**src/rtl/core/ppcl_pkg.sv**
```systemverilog
// shared constants, register map and types of the pi pwm current loop
package ppcl_pkg;

    // converter and gain formats
    localparam int ADC_BITS       = 10;
    localparam int GAIN_FRAC_BITS = 8;

    // field widths
    localparam int GAIN_W   = 16;
    localparam int LEVEL_W  = 10;
    localparam int WAVE_W   = 16;
    localparam int TOP_W    = 16;
    localparam int DEC_W    = 8;
    localparam int POINTS_W = 10;
    localparam int CFG_IDX_W  = 3;
    localparam int CFG_DATA_W = 16;
    localparam int DUTY_W   = 16;
    localparam int ERR_W    = ADC_BITS + 1;
    localparam int INTEG_W  = 32;

    // percent arithmetic in q(GAIN_FRAC_BITS)
    localparam int PERCENT_FULL = 100;
    localparam int FULL_SCALE   = PERCENT_FULL << GAIN_FRAC_BITS;
    localparam int HALF_SCALE   = 50 << GAIN_FRAC_BITS;
    localparam int P_W          = $clog2(FULL_SCALE + 1);

    // shared multiplier and accumulator
    localparam int MUL_A_W = INTEG_W + 1;
    localparam int MUL_B_W = 25;
    localparam int MUL_P_W = MUL_A_W + MUL_B_W;
    localparam int ACC_W   = GAIN_W + INTEG_W + 2;

    // divide by 100 after dropping the fraction bits: reciprocal multiply
    localparam int Q_W         = P_W + TOP_W - GAIN_FRAC_BITS;
    localparam int RECIP_SHIFT = 30;
    localparam int RECIP_W     = 24;
    localparam longint RECIP_M = (longint'(1) << RECIP_SHIFT) / PERCENT_FULL;
    localparam int QHAT_W      = Q_W + RECIP_W - RECIP_SHIFT;
    localparam int REM_W       = Q_W + 1;

    // queue between front and back
    localparam int QDEPTH = 2;

    // reset values of the settings
    localparam logic [GAIN_W-1:0]   KP_RESET     = 16'd0;
    localparam logic [GAIN_W-1:0]   KI_RESET     = 16'd0;
    localparam logic [LEVEL_W-1:0]  REF_HI_RESET = 10'd800;
    localparam logic [LEVEL_W-1:0]  REF_LO_RESET = 10'd200;
    localparam logic [WAVE_W-1:0]   WAVE_RESET   = 16'd1000;
    localparam logic [TOP_W-1:0]    TOP_RESET    = 16'd2399;
    localparam logic [DEC_W-1:0]    DEC_RESET    = 8'd10;
    localparam logic [POINTS_W-1:0] POINTS_RESET = 10'd200;

    // register map
    typedef enum logic [CFG_IDX_W-1:0] {
        REG_KP_GAIN        = 3'd0,
        REG_KI_GAIN        = 3'd1,
        REG_REF_HIGH       = 3'd2,
        REG_REF_LOW        = 3'd3,
        REG_WAVE_LENGTH    = 3'd4,
        REG_PWM_TOP        = 3'd5,
        REG_DECIMATION     = 3'd6,
        REG_CAPTURE_POINTS = 3'd7
    } cfg_reg_t;

    typedef struct packed {
        logic signed [GAIN_W-1:0] kp_gain;
        logic signed [GAIN_W-1:0] ki_gain;
        logic [LEVEL_W-1:0]       ref_high;
        logic [LEVEL_W-1:0]       ref_low;
        logic [WAVE_W-1:0]        wave_length;
        logic [TOP_W-1:0]         pwm_top;
        logic [DEC_W-1:0]         decimation;
        logic [POINTS_W-1:0]      capture_points;
    } cfg_t;

    // one classified tick waiting for the control law
    typedef struct packed {
        logic signed [ERR_W-1:0]   err;
        logic signed [INTEG_W-1:0] integ;
        logic                      cap_valid;
        logic [ADC_BITS-1:0]       cap_adc;
        logic [LEVEL_W-1:0]        cap_ref;
        logic                      cap_last;
    } entry_t;

endpackage

```
**src/rtl/core/ppcl_if.sv**
```systemverilog
// channel interfaces: tick input, result output and settings write
interface ppcl_tick_if import ppcl_pkg::*; ();
    logic                valid;
    logic                ready;
    logic [ADC_BITS-1:0] adc_sample;
    logic                start_capture;

    modport source (output valid, adc_sample, start_capture, input ready);
    modport sink   (input valid, adc_sample, start_capture, output ready);
endinterface

interface ppcl_result_if import ppcl_pkg::*; ();
    logic                valid;
    logic                ready;
    logic [DUTY_W-1:0]   duty_value;
    logic                capture_valid;
    logic [ADC_BITS-1:0] capture_adc;
    logic [LEVEL_W-1:0]  capture_ref;
    logic                capture_last;

    modport source (output valid, duty_value, capture_valid, capture_adc, capture_ref,
                    capture_last, input ready);
    modport sink   (input valid, duty_value, capture_valid, capture_adc, capture_ref,
                    capture_last, output ready);
endinterface

interface ppcl_cfg_if import ppcl_pkg::*; ();
    logic                  valid;
    logic                  ready;
    logic [CFG_IDX_W-1:0]  index;
    logic [CFG_DATA_W-1:0] data;

    modport source (output valid, index, data, input ready);
    modport sink   (input valid, index, data, output ready);
endinterface

```
**src/rtl/core/pi_pwm_current_loop.sv**
```systemverilog
// top level: pi current loop with clamped pwm duty and decimated capture
// a tick transfer reaches its result through the queue, then 8 sequencer steps
// the back end starts a tick only once the last has left its shared multiplier sequence
// the front end and the two-entry queue take up to 2 further ticks while the back end is busy
// reset: rst_n clears the loop state, the queue and the output, and loads default settings
module pi_pwm_current_loop import ppcl_pkg::*; (
    input  logic           clk,
    input  logic           rst_n,
    ppcl_cfg_if.sink       cfg,
    ppcl_tick_if.sink      tick,
    ppcl_result_if.source  result
);

    // settings register file
    cfg_t   regs_reg;

    // front to queue
    logic   push;
    entry_t wr_entry;
    logic   full;

    // queue to back
    logic   pop;
    entry_t rd_entry;
    logic   empty;

    // settings writes are always taken; the host must write only while the loop is quiet, the block does not enforce it
    assign cfg.ready = 1'b1;

    always_ff @(posedge clk or negedge rst_n)
    begin
        if (!rst_n)
        begin
            regs_reg.kp_gain        <= KP_RESET;
            regs_reg.ki_gain        <= KI_RESET;
            regs_reg.ref_high       <= REF_HI_RESET;
            regs_reg.ref_low        <= REF_LO_RESET;
            regs_reg.wave_length    <= WAVE_RESET;
            regs_reg.pwm_top        <= TOP_RESET;
            regs_reg.decimation     <= DEC_RESET;
            regs_reg.capture_points <= POINTS_RESET;
        end
        else if (cfg.valid && cfg.ready)
        begin
            // each transfer writes one register, keeping only its low bits
            unique case (cfg_reg_t'(cfg.index))
                REG_KP_GAIN:        regs_reg.kp_gain        <= cfg.data[GAIN_W-1:0];
                REG_KI_GAIN:        regs_reg.ki_gain        <= cfg.data[GAIN_W-1:0];
                REG_REF_HIGH:       regs_reg.ref_high       <= cfg.data[LEVEL_W-1:0];
                REG_REF_LOW:        regs_reg.ref_low        <= cfg.data[LEVEL_W-1:0];
                REG_WAVE_LENGTH:    regs_reg.wave_length    <= cfg.data[WAVE_W-1:0];
                REG_PWM_TOP:        regs_reg.pwm_top        <= cfg.data[TOP_W-1:0];
                REG_DECIMATION:     regs_reg.decimation     <= cfg.data[DEC_W-1:0];
                REG_CAPTURE_POINTS: regs_reg.capture_points <= cfg.data[POINTS_W-1:0];
                default:            regs_reg                <= regs_reg;
            endcase
        end
    end

    // front end: all per-tick state (wave position, integrator, capture counters)
    // advances in the cycle of the tick transfer, so the back end never feeds back
    ppcl_front u_front (
        .clk      (clk),
        .rst_n    (rst_n),
        .regs     (regs_reg),
        .tick     (tick),
        .full     (full),
        .push     (push),
        .wr_entry (wr_entry)
    );

    // short queue lets the front keep taking ticks while the back end computes
    ppcl_queue u_queue (
        .clk      (clk),
        .rst_n    (rst_n),
        .push     (push),
        .wr_entry (wr_entry),
        .full     (full),
        .pop      (pop),
        .rd_entry (rd_entry),
        .empty    (empty)
    );

    // back end: kp*err + ki*integral, 50 percent offset, clamp, then
    // duty = floor(p * pwm_top / (100 << frac)) via reciprocal multiply and one correction
    ppcl_back u_back (
        .clk      (clk),
        .rst_n    (rst_n),
        .regs     (regs_reg),
        .empty    (empty),
        .rd_entry (rd_entry),
        .pop      (pop),
        .result   (result)
    );

endmodule

```
**src/rtl/core/ppcl_front.sv**
```systemverilog
// front end: reference wave, error, saturating integrator and capture bookkeeping
module ppcl_front import ppcl_pkg::*; (
    input  logic       clk,
    input  logic       rst_n,
    input  cfg_t       regs,
    ppcl_tick_if.sink  tick,
    input  logic       full,
    output logic       push,
    output entry_t     wr_entry
);

    logic [WAVE_W-1:0]         wave_reg,  wave_next;
    logic signed [INTEG_W-1:0] integ_reg, integ_next;
    logic                      armed_reg, armed_next;
    logic [DEC_W-1:0]          dec_reg,   dec_next;
    logic [POINTS_W-1:0]       cnt_reg,   cnt_next;

    logic [LEVEL_W-1:0]        ref_val;
    logic signed [ERR_W-1:0]   err;
    logic signed [INTEG_W-1:0] integ_base;
    logic [INTEG_W:0]          integ_sum;
    logic                      armed_base;
    logic                      cap_valid;
    logic                      cap_last;
    logic [WAVE_W-1:0]         wave_inc;

    assign tick.ready = !full;
    assign push       = tick.valid && tick.ready;

    always_comb
    begin
        // start flag clears the integrator and restarts capture
        integ_base = tick.start_capture ? '0 : integ_reg;
        armed_base = tick.start_capture || armed_reg;
        dec_next   = tick.start_capture ? '0 : dec_reg;
        cnt_next   = tick.start_capture ? '0 : cnt_reg;

        ref_val = (wave_reg < (regs.wave_length >> 1)) ? regs.ref_high : regs.ref_low;
        err     = ERR_W'({1'b0, ref_val}) - ERR_W'({1'b0, tick.adc_sample});

        integ_sum = {integ_base[INTEG_W-1], integ_base}
                  + {{(INTEG_W + 1 - ERR_W){err[ERR_W-1]}}, err};
        if (integ_sum[INTEG_W] != integ_sum[INTEG_W-1])
        begin
            integ_next = integ_sum[INTEG_W] ? {1'b1, {(INTEG_W-1){1'b0}}}
                                            : {1'b0, {(INTEG_W-1){1'b1}}};
        end
        else
        begin
            integ_next = integ_sum[INTEG_W-1:0];
        end

        cap_valid  = 1'b0;
        cap_last   = 1'b0;
        armed_next = armed_base;
        if (armed_base)
        begin
            dec_next = dec_next + 1'b1;
            if (dec_next == regs.decimation)
            begin
                dec_next  = '0;
                cap_valid = 1'b1;
                cnt_next  = cnt_next + 1'b1;
            end
            if (cnt_next >= regs.capture_points)
            begin
                cnt_next   = '0;
                armed_next = 1'b0;
                cap_last   = 1'b1;
            end
        end

        wave_inc  = wave_reg + 1'b1;
        wave_next = (wave_inc >= regs.wave_length) ? '0 : wave_inc;

        wr_entry.err       = err;
        wr_entry.integ     = integ_next;
        wr_entry.cap_valid = cap_valid;
        wr_entry.cap_adc   = cap_valid ? tick.adc_sample : '0;
        wr_entry.cap_ref   = cap_valid ? ref_val : '0;
        wr_entry.cap_last  = cap_last;
    end

    always_ff @(posedge clk or negedge rst_n)
    begin
        if (!rst_n)
        begin
            wave_reg  <= '0;
            integ_reg <= '0;
            armed_reg <= 1'b0;
            dec_reg   <= '0;
            cnt_reg   <= '0;
        end
        else if (push)
        begin
            wave_reg  <= wave_next;
            integ_reg <= integ_next;
            armed_reg <= armed_next;
            dec_reg   <= dec_next;
            cnt_reg   <= cnt_next;
        end
    end

endmodule

```
**src/rtl/core/ppcl_queue.sv**
```systemverilog
// two-entry queue between the front end and the control law sequencer
module ppcl_queue import ppcl_pkg::*; (
    input  logic   clk,
    input  logic   rst_n,
    input  logic   push,
    input  entry_t wr_entry,
    output logic   full,
    input  logic   pop,
    output entry_t rd_entry,
    output logic   empty
);

    localparam int PTR_W = $clog2(QDEPTH);
    localparam int CNT_W = $clog2(QDEPTH + 1);

    entry_t             slot_reg [QDEPTH];
    logic [PTR_W-1:0]   wr_ptr_reg;
    logic [PTR_W-1:0]   rd_ptr_reg;
    logic [CNT_W-1:0]   count_reg;

    assign full     = (count_reg == CNT_W'(QDEPTH));
    assign empty    = (count_reg == '0);
    assign rd_entry = slot_reg[rd_ptr_reg];

    always_ff @(posedge clk)
    begin
        if (push)
        begin
            slot_reg[wr_ptr_reg] <= wr_entry;
        end
    end

    always_ff @(posedge clk or negedge rst_n)
    begin
        if (!rst_n)
        begin
            wr_ptr_reg <= '0;
            rd_ptr_reg <= '0;
            count_reg  <= '0;
        end
        else
        begin
            if (push)
            begin
                wr_ptr_reg <= wr_ptr_reg + 1'b1;
            end
            if (pop)
            begin
                rd_ptr_reg <= rd_ptr_reg + 1'b1;
            end
            if (push && !pop)
            begin
                count_reg <= count_reg + 1'b1;
            end
            else if (pop && !push)
            begin
                count_reg <= count_reg - 1'b1;
            end
        end
    end

endmodule

```
**src/rtl/core/ppcl_back.sv**
```systemverilog
// back end: pi law, clamp and duty scaling on one shared multiplier
module ppcl_back import ppcl_pkg::*; (
    input  logic           clk,
    input  logic           rst_n,
    input  cfg_t           regs,
    input  logic           empty,
    input  entry_t         rd_entry,
    output logic           pop,
    ppcl_result_if.source  result
);

    typedef enum logic [7:0] {
        ST_IDLE  = 8'b0000_0001,
        ST_MUL_P = 8'b0000_0010,
        ST_MUL_I = 8'b0000_0100,
        ST_SUM   = 8'b0000_1000,
        ST_CLAMP = 8'b0001_0000,
        ST_SCALE = 8'b0010_0000,
        ST_RECIP = 8'b0100_0000,
        ST_FIX   = 8'b1000_0000
    } back_state_t;

    back_state_t state_reg, state_next;

    entry_t                    ent_reg;
    logic [MUL_P_W-1:0]        prod_reg;
    logic [ACC_W-1:0]          acc_reg;
    logic [P_W-1:0]            p_reg;
    logic [Q_W-1:0]            q_reg;

    logic                      out_valid_reg;
    logic [DUTY_W-1:0]         duty_reg;
    logic                      cap_valid_reg;
    logic [ADC_BITS-1:0]       cap_adc_reg;
    logic [LEVEL_W-1:0]        cap_ref_reg;
    logic                      cap_last_reg;

    logic signed [MUL_A_W-1:0] mul_a;
    logic signed [MUL_B_W-1:0] mul_b;
    logic signed [MUL_P_W-1:0] mul_p;
    logic                      load_out;
    logic [QHAT_W-1:0]         qhat;
    logic [REM_W-1:0]          fix_rem;
    logic [DUTY_W-1:0]         duty_next;

    // operand select for the shared multiplier
    always_comb
    begin
        mul_a = '0;
        mul_b = '0;
        if (state_reg == ST_MUL_P)
        begin
            mul_a = {{(MUL_A_W-ERR_W){ent_reg.err[ERR_W-1]}}, ent_reg.err};
            mul_b = {{(MUL_B_W-GAIN_W){regs.kp_gain[GAIN_W-1]}}, regs.kp_gain};
        end
        else if (state_reg == ST_MUL_I)
        begin
            mul_a = {ent_reg.integ[INTEG_W-1], ent_reg.integ};
            mul_b = {{(MUL_B_W-GAIN_W){regs.ki_gain[GAIN_W-1]}}, regs.ki_gain};
        end
        else if (state_reg == ST_SCALE)
        begin
            mul_a = {{(MUL_A_W-P_W){1'b0}}, p_reg};
            mul_b = {{(MUL_B_W-TOP_W){1'b0}}, regs.pwm_top};
        end
        else if (state_reg == ST_RECIP)
        begin
            mul_a = {{(MUL_A_W-Q_W){1'b0}}, prod_reg[P_W+TOP_W-1:GAIN_FRAC_BITS]};
            mul_b = {{(MUL_B_W-RECIP_W){1'b0}}, RECIP_W'(RECIP_M)};
        end
        mul_p = mul_a * mul_b;
    end

    // quotient estimate is exact or one short
    assign qhat      = prod_reg[RECIP_SHIFT+QHAT_W-1:RECIP_SHIFT];
    assign fix_rem   = {1'b0, q_reg} - REM_W'(qhat) * REM_W'(PERCENT_FULL);
    assign duty_next = (fix_rem >= REM_W'(PERCENT_FULL)) ? DUTY_W'(qhat + 1'b1)
                                                         : DUTY_W'(qhat);

    always_comb
    begin
        state_next = state_reg;
        pop        = 1'b0;
        load_out   = 1'b0;
        unique case (state_reg)
            ST_IDLE:
            begin
                if (!empty)
                begin
                    pop        = 1'b1;
                    state_next = ST_MUL_P;
                end
            end
            ST_MUL_P: state_next = ST_MUL_I;
            ST_MUL_I: state_next = ST_SUM;
            ST_SUM:   state_next = ST_CLAMP;
            ST_CLAMP: state_next = ST_SCALE;
            ST_SCALE: state_next = ST_RECIP;
            ST_RECIP: state_next = ST_FIX;
            ST_FIX:
            begin
                if (!out_valid_reg || result.ready)
                begin
                    load_out   = 1'b1;
                    state_next = ST_IDLE;
                end
            end
            default:  state_next = ST_IDLE;
        endcase
    end

    always_ff @(posedge clk or negedge rst_n)
    begin
        if (!rst_n)
        begin
            state_reg     <= ST_IDLE;
            out_valid_reg <= 1'b0;
        end
        else
        begin
            state_reg <= state_next;
            if (load_out)
            begin
                out_valid_reg <= 1'b1;
            end
            else if (result.ready)
            begin
                out_valid_reg <= 1'b0;
            end
        end
    end

    // datapath
    always_ff @(posedge clk)
    begin
        if (pop)
        begin
            ent_reg <= rd_entry;
        end
        if (state_reg == ST_MUL_P || state_reg == ST_SCALE)
        begin
            prod_reg <= mul_p;
        end
        if (state_reg == ST_MUL_I)
        begin
            acc_reg  <= prod_reg[ACC_W-1:0];
            prod_reg <= mul_p;
        end
        if (state_reg == ST_SUM)
        begin
            acc_reg <= acc_reg + prod_reg[ACC_W-1:0] + ACC_W'(HALF_SCALE);
        end
        if (state_reg == ST_CLAMP)
        begin
            if (acc_reg[ACC_W-1])
            begin
                p_reg <= '0;
            end
            else if (acc_reg > ACC_W'(FULL_SCALE))
            begin
                p_reg <= P_W'(FULL_SCALE);
            end
            else
            begin
                p_reg <= acc_reg[P_W-1:0];
            end
        end
        if (state_reg == ST_RECIP)
        begin
            q_reg    <= prod_reg[P_W+TOP_W-1:GAIN_FRAC_BITS];
            prod_reg <= mul_p;
        end
        if (load_out)
        begin
            duty_reg      <= duty_next;
            cap_valid_reg <= ent_reg.cap_valid;
            cap_adc_reg   <= ent_reg.cap_adc;
            cap_ref_reg   <= ent_reg.cap_ref;
            cap_last_reg  <= ent_reg.cap_last;
        end
    end

    assign result.valid         = out_valid_reg;
    assign result.duty_value    = duty_reg;
    assign result.capture_valid = cap_valid_reg;
    assign result.capture_adc   = cap_adc_reg;
    assign result.capture_ref   = cap_ref_reg;
    assign result.capture_last  = cap_last_reg;

    // clamped percent never exceeds full scale
    a_clamp_range: assert property (@(posedge clk) disable iff (!rst_n)
        state_reg == ST_SCALE |-> p_reg <= P_W'(FULL_SCALE))
        else $error("clamped percent above full scale");

    // reciprocal estimate is at most one below the true quotient
    a_recip_bound: assert property (@(posedge clk) disable iff (!rst_n)
        state_reg == ST_FIX |-> fix_rem < REM_W'(2 * PERCENT_FULL))
        else $error("reciprocal quotient off by more than one");

    // a finished result waits while the output register is still occupied
    a_fix_holds: assert property (@(posedge clk) disable iff (!rst_n)
        state_reg == ST_FIX && out_valid_reg && !result.ready |=> state_reg == ST_FIX)
        else $error("result left the sequencer while output was busy");

endmodule

```
**src/flat_wrapper.sv**
```systemverilog
// flat-port wrapper written by rule: the top's interface ports become plain ports
module pi_pwm_current_loop_flat import ppcl_pkg::*;
  (clk, rst_n, cfg_valid, cfg_index, cfg_data, cfg_ready, tick_valid, tick_adc_sample, tick_start_capture, tick_ready, result_valid, result_duty_value, result_capture_valid, result_capture_adc, result_capture_ref, result_capture_last, result_ready);
  ppcl_cfg_if cfg_i ();
  ppcl_tick_if tick_i ();
  ppcl_result_if result_i ();
  input  logic clk;
  input  logic rst_n;
  input wire logic [$bits(cfg_i.valid)-1:0] cfg_valid;
  input wire logic [$bits(cfg_i.index)-1:0] cfg_index;
  input wire logic [$bits(cfg_i.data)-1:0] cfg_data;
  output wire logic [$bits(cfg_i.ready)-1:0] cfg_ready;
  input wire logic [$bits(tick_i.valid)-1:0] tick_valid;
  input wire logic [$bits(tick_i.adc_sample)-1:0] tick_adc_sample;
  input wire logic [$bits(tick_i.start_capture)-1:0] tick_start_capture;
  output wire logic [$bits(tick_i.ready)-1:0] tick_ready;
  output wire logic [$bits(result_i.valid)-1:0] result_valid;
  output wire logic [$bits(result_i.duty_value)-1:0] result_duty_value;
  output wire logic [$bits(result_i.capture_valid)-1:0] result_capture_valid;
  output wire logic [$bits(result_i.capture_adc)-1:0] result_capture_adc;
  output wire logic [$bits(result_i.capture_ref)-1:0] result_capture_ref;
  output wire logic [$bits(result_i.capture_last)-1:0] result_capture_last;
  input wire logic [$bits(result_i.ready)-1:0] result_ready;
  assign cfg_i.valid = cfg_valid;
  assign cfg_i.index = cfg_index;
  assign cfg_i.data = cfg_data;
  assign cfg_ready = cfg_i.ready;
  assign tick_i.valid = tick_valid;
  assign tick_i.adc_sample = tick_adc_sample;
  assign tick_i.start_capture = tick_start_capture;
  assign tick_ready = tick_i.ready;
  assign result_valid = result_i.valid;
  assign result_duty_value = result_i.duty_value;
  assign result_capture_valid = result_i.capture_valid;
  assign result_capture_adc = result_i.capture_adc;
  assign result_capture_ref = result_i.capture_ref;
  assign result_capture_last = result_i.capture_last;
  assign result_i.ready = result_ready;
  pi_pwm_current_loop u_core (.clk(clk), .rst_n(rst_n), .cfg(cfg_i), .tick(tick_i), .result(result_i));
endmodule
```
**config.mk**
```make
export PLATFORM = sky130hd
export DESIGN_NAME = pi_pwm_current_loop_flat
export DESIGN_NICKNAME = d
export VERILOG_FILES = /design/src/rtl/core/ppcl_pkg.sv /design/src/rtl/core/ppcl_if.sv /design/src/rtl/core/pi_pwm_current_loop.sv /design/src/rtl/core/ppcl_front.sv /design/src/rtl/core/ppcl_queue.sv /design/src/rtl/core/ppcl_back.sv /design/src/flat_wrapper.sv
export SDC_FILE = /design/constraint.sdc
export NUM_CORES = 2
export LEC_CHECK = 0
export BUFFER_PORTS_ARGS = -buffer_cell sky130_fd_sc_hd__buf_2
export CORE_ASPECT_RATIO = 1.2
export CORE_MARGIN = 2
export CORE_UTILIZATION = 67
export CTS_CLUSTER_SIZE = 16
export DETAILED_ROUTE_END_ITERATION = 8
export HOLD_SLACK_MARGIN = 0.05
export PLACE_DENSITY = 0.94
export SYNTH_ARGS = -nofsm -noshare
export SYNTH_HDL_FRONTEND = slang
export SYNTH_SLANG_ARGS = --single-unit
```
**constraint.sdc**
```tcl
create_clock -name clk -period 23.1 [get_ports clk]
set_input_delay 1.155 -clock clk [delete_from_list [all_inputs] [get_ports clk]]
set_output_delay 1.155 -clock clk [all_outputs]
set_load 0.1 [all_outputs]
```
==> impl_metrics.tcl <==
set metrics [dict create \
    status "complete, no violations" \
    layout.nets 6612 \
    clk_pin_slew_worst_paths_ps 70 \
    grt_usage 0.3709 \
    cp_max_fo 34 \
    end_kind "register" \
    io_pins 76 \
    place.gp.congestion 1.013 \
    synth_cell_types 91 \
    setup_viol_count_final 0 \
    final_antenna_net_count 0 \
    ys_ff_latch 551 \
    holdBufCountCts 0 \
    hold_violations 0 \
    fin_ws_ps 11860 \
    tightest_slew_ps 1381 \
    clock_skew_ps 99.88 \
    critPathLaunchType "register" \
    seq_area_frac_synth 0.2812 \
    antenna_found_initial 2 \
    die_h_um 319.9 \
    p_seq_frac 0.243 \
    numCtsBuffers 57 \
    met2_usage 0.6184 \
    worstPathArrival_ps 11600 \
    drt_iter0_markers 4226 \
    report.final.slew_viol_count 0 \
    syn_inst 5414 \
    grt_remaining_overflow 0 \
    fp.dieW_um 267.3 \
    synth_edf_count 369 \
    cpLargestDelayFamily "adder cells" \
    worstSetupPathType "reg -> reg" \
    max_stage_delay_ps 870 \
    routed_wl_um 154900 \
    cts_root_buffer "clkbuf_16" \
    n_antenna_cell 0 \
    hpwl_um 117100 \
    timing.slew.headroom 0.06689 \
    core-area_um2 82160 \
    dieArea_um2 85500 \
    largest_register_ff_count 130 \
    comb_power_share 0.621 \
    dp_slack_ps 12220 \
    vdd_drop_max_uv 211.0 \
    vias 42067 \
    row_count 115 \
    avgViaCountPerCell 6.398 \
    synth-main-ff-cell "edfxtp_1" \
    syn_nets 6611 \
    p_leak_uw 0.02810 \
    postCtsSetupBuffers 0 \
    drive_gt1_frac 0.09297 \
    maxCapViolations 0 \
    areaGrowthSynthToFinish_pct 6.202 \
    clkSinkCount 551 \
    cp_data_required_time_ps 23460 \
    power.density_nw_per_um2 119.7 \
    met3_usage 0.08107 \
    post-route-min-period_ps 11240 \
    cts_resized 0 \
    grtUsageMet1 0.4208 \
    cts_tree "done" \
    ys_warn_count 0 \
    finish.utilization 0.7203 \
    grt_pass1_wl_um 242200 \
    layout_commonest_cell "inv_1" \
    critical_path_buf_inv_count 6 \
    netSwitchingFraction 0.4763 \
    fin_setup_tns_ps 0 \
    fmax_ghz 0.08895 \
    portBuffers 74 \
    cts.htree.levels 2 \
    start_util 0.6782 \
    clockBufferDepth 3 \
    mostFrequentLayoutCells "inv_1, fa_1, nand2_1, nor2_1, ha_1" \
    slowest_stage "nand2_1" \
    dr.pass1.iters 9 \
    rsz0062_at_grt "no" \
    top_usage_layer "met2" \
    wire_per_inst_um 23.56 \
    fin_crit_sh 0.4867 \
    drc 0 \
    ys_async_sr_fraction 0.3303 \
    pwr-share-clk 0.136 \
    netlist_area_um2 55720 \
    fin_hold_ws_ps 421.3 \
    cpMostUsedCell "fa_1" \
    internal_power_uw 3708 \
    syn_avg_cell_area_um2 10.29 \
    p_sw_uw 3372 \
    first_global_vias 45194 \
    grt_max_degree 102 \
    hp-class "reg -> reg" \
    insertion_delay_ps 700 \
]
path summary, 6_finish.rpt:
path	slack, ps	start	depth (start not counted)	endpoint
min reg2reg	420	u_core.u_back.ent_reg[14]	0	u_core.u_back.result.capture_adc[3]
max	11860	u_core.u_back.state_reg[4]	30	u_core.u_back.prod_reg[45]
max reg2reg	11860	u_core.u_back.state_reg[4]	30	u_core.u_back.prod_reg[45]
min	420	u_core.u_back.ent_reg[14]	0	u_core.u_back.result.capture_adc[3]
max in group asynchronous	20900	rst_n	2	u_core.u_back.state_reg[7]
min in group asynchronous	570	rst_n	1	u_core.regs_reg[9]
power groups by stage:
stage / clock network (uW) / logic, uW / registers, uW
2_1_floorplan: 0 / 3160 / 1630
3_3_place_gp: 0 / 4060 / 1690
3_5_place_dp: 0 / 4230 / 1720
4_1_cts: 960 / 4300 / 1710
5_1_grt: 999 / 4780 / 1740
6_report: 959 / 4400 / 1720
per-layer routing:
| layer | vias up | share of wire |
|---|---|---|
| met1 | 20688 | 0.33 |
| met5 | - | 0.00023 |
| li1 | 17739 | - |
| met4 | 4 | 0.090 |
| met2 | 2669 | 0.48 |
| met3 | 967 | 0.099 |
synthesized netlist by cell type, drive strengths merged, types with 36 or more instances:
library cell	number	area, um2
a21o	138	1044
a21oi	176	907.1
a31oi	39	269.0
and3	40	250.2
buf	39	226.5
clkbuf	150	563.0
dfrtp	156	3904
edfxtp	369	11080
fa	748	14970
ha	414	5180
inv	917	3442
mux2	186	2095
nand2	502	1892
nand2b	55	344.1
nand3	77	385.4
nor2	464	1752
nor2b	63	394.1
nor3	36	180.2
o21ai	192	1006
xnor2	139	1217
xor2	78	683.2
worst reg2reg max path, delay by kind of cell (launching register included):
kind,cells,cell delay (ps)
AOI/OAI and AO/OA,7,2290
xor gates and xnor gates,1,100
adders and majority gates,8,3890
buffers and inverters,6,900
DFF,1,440
and+or+nand+nor,8,3310
cells by family (layout without fill, tap and decap cells):
| kind of cell | after synthesis | count (layout) | share of synthesized area |
|---|---|---|---|
| AOI/OAI and AO/OA | 790 | 790 | 0.09444 |
| other | 1 | 1 | 0.00006730 |
| buffers and inverters | 1108 | 1158 | 0.07610 |
| DFF | 551 | 551 | 0.2812 |
| and+or+nand+nor | 1385 | 1385 | 0.1123 |
| xor gates and xnor gates | 217 | 217 | 0.03411 |
| adders and majority gates | 1168 | 1168 | 0.3628 |
| muxes | 194 | 194 | 0.03903 |
per-stage QoR:
stage | cell area [um2] | cells | total power [uW]
2_1_floorplan | 55720 | 5414 | 4790
3_3_place_gp | 57250 | 6467 | 5749
3_5_place_dp | 57250 | 6467 | 5949
4_1_cts | 59180 | 6575 | 6967
5_1_grt | 59180 | 6575 | 7512
6_report | 59180 | 6575 | 7081
area by class of cell:
cell class | count | area (um2)
clock buffer | 74 | 1500
multi-input combinational | 3755 | 35940
tap | 1111 | 1390
fill | 5241 | 22980
clock inverter | 34 | 427.9
sequential | 551 | 15670
inverter | 919 | 3451
timing repair buffer | 131 | 804.5
No activity file was read; power rests on OpenSTA's default activity.
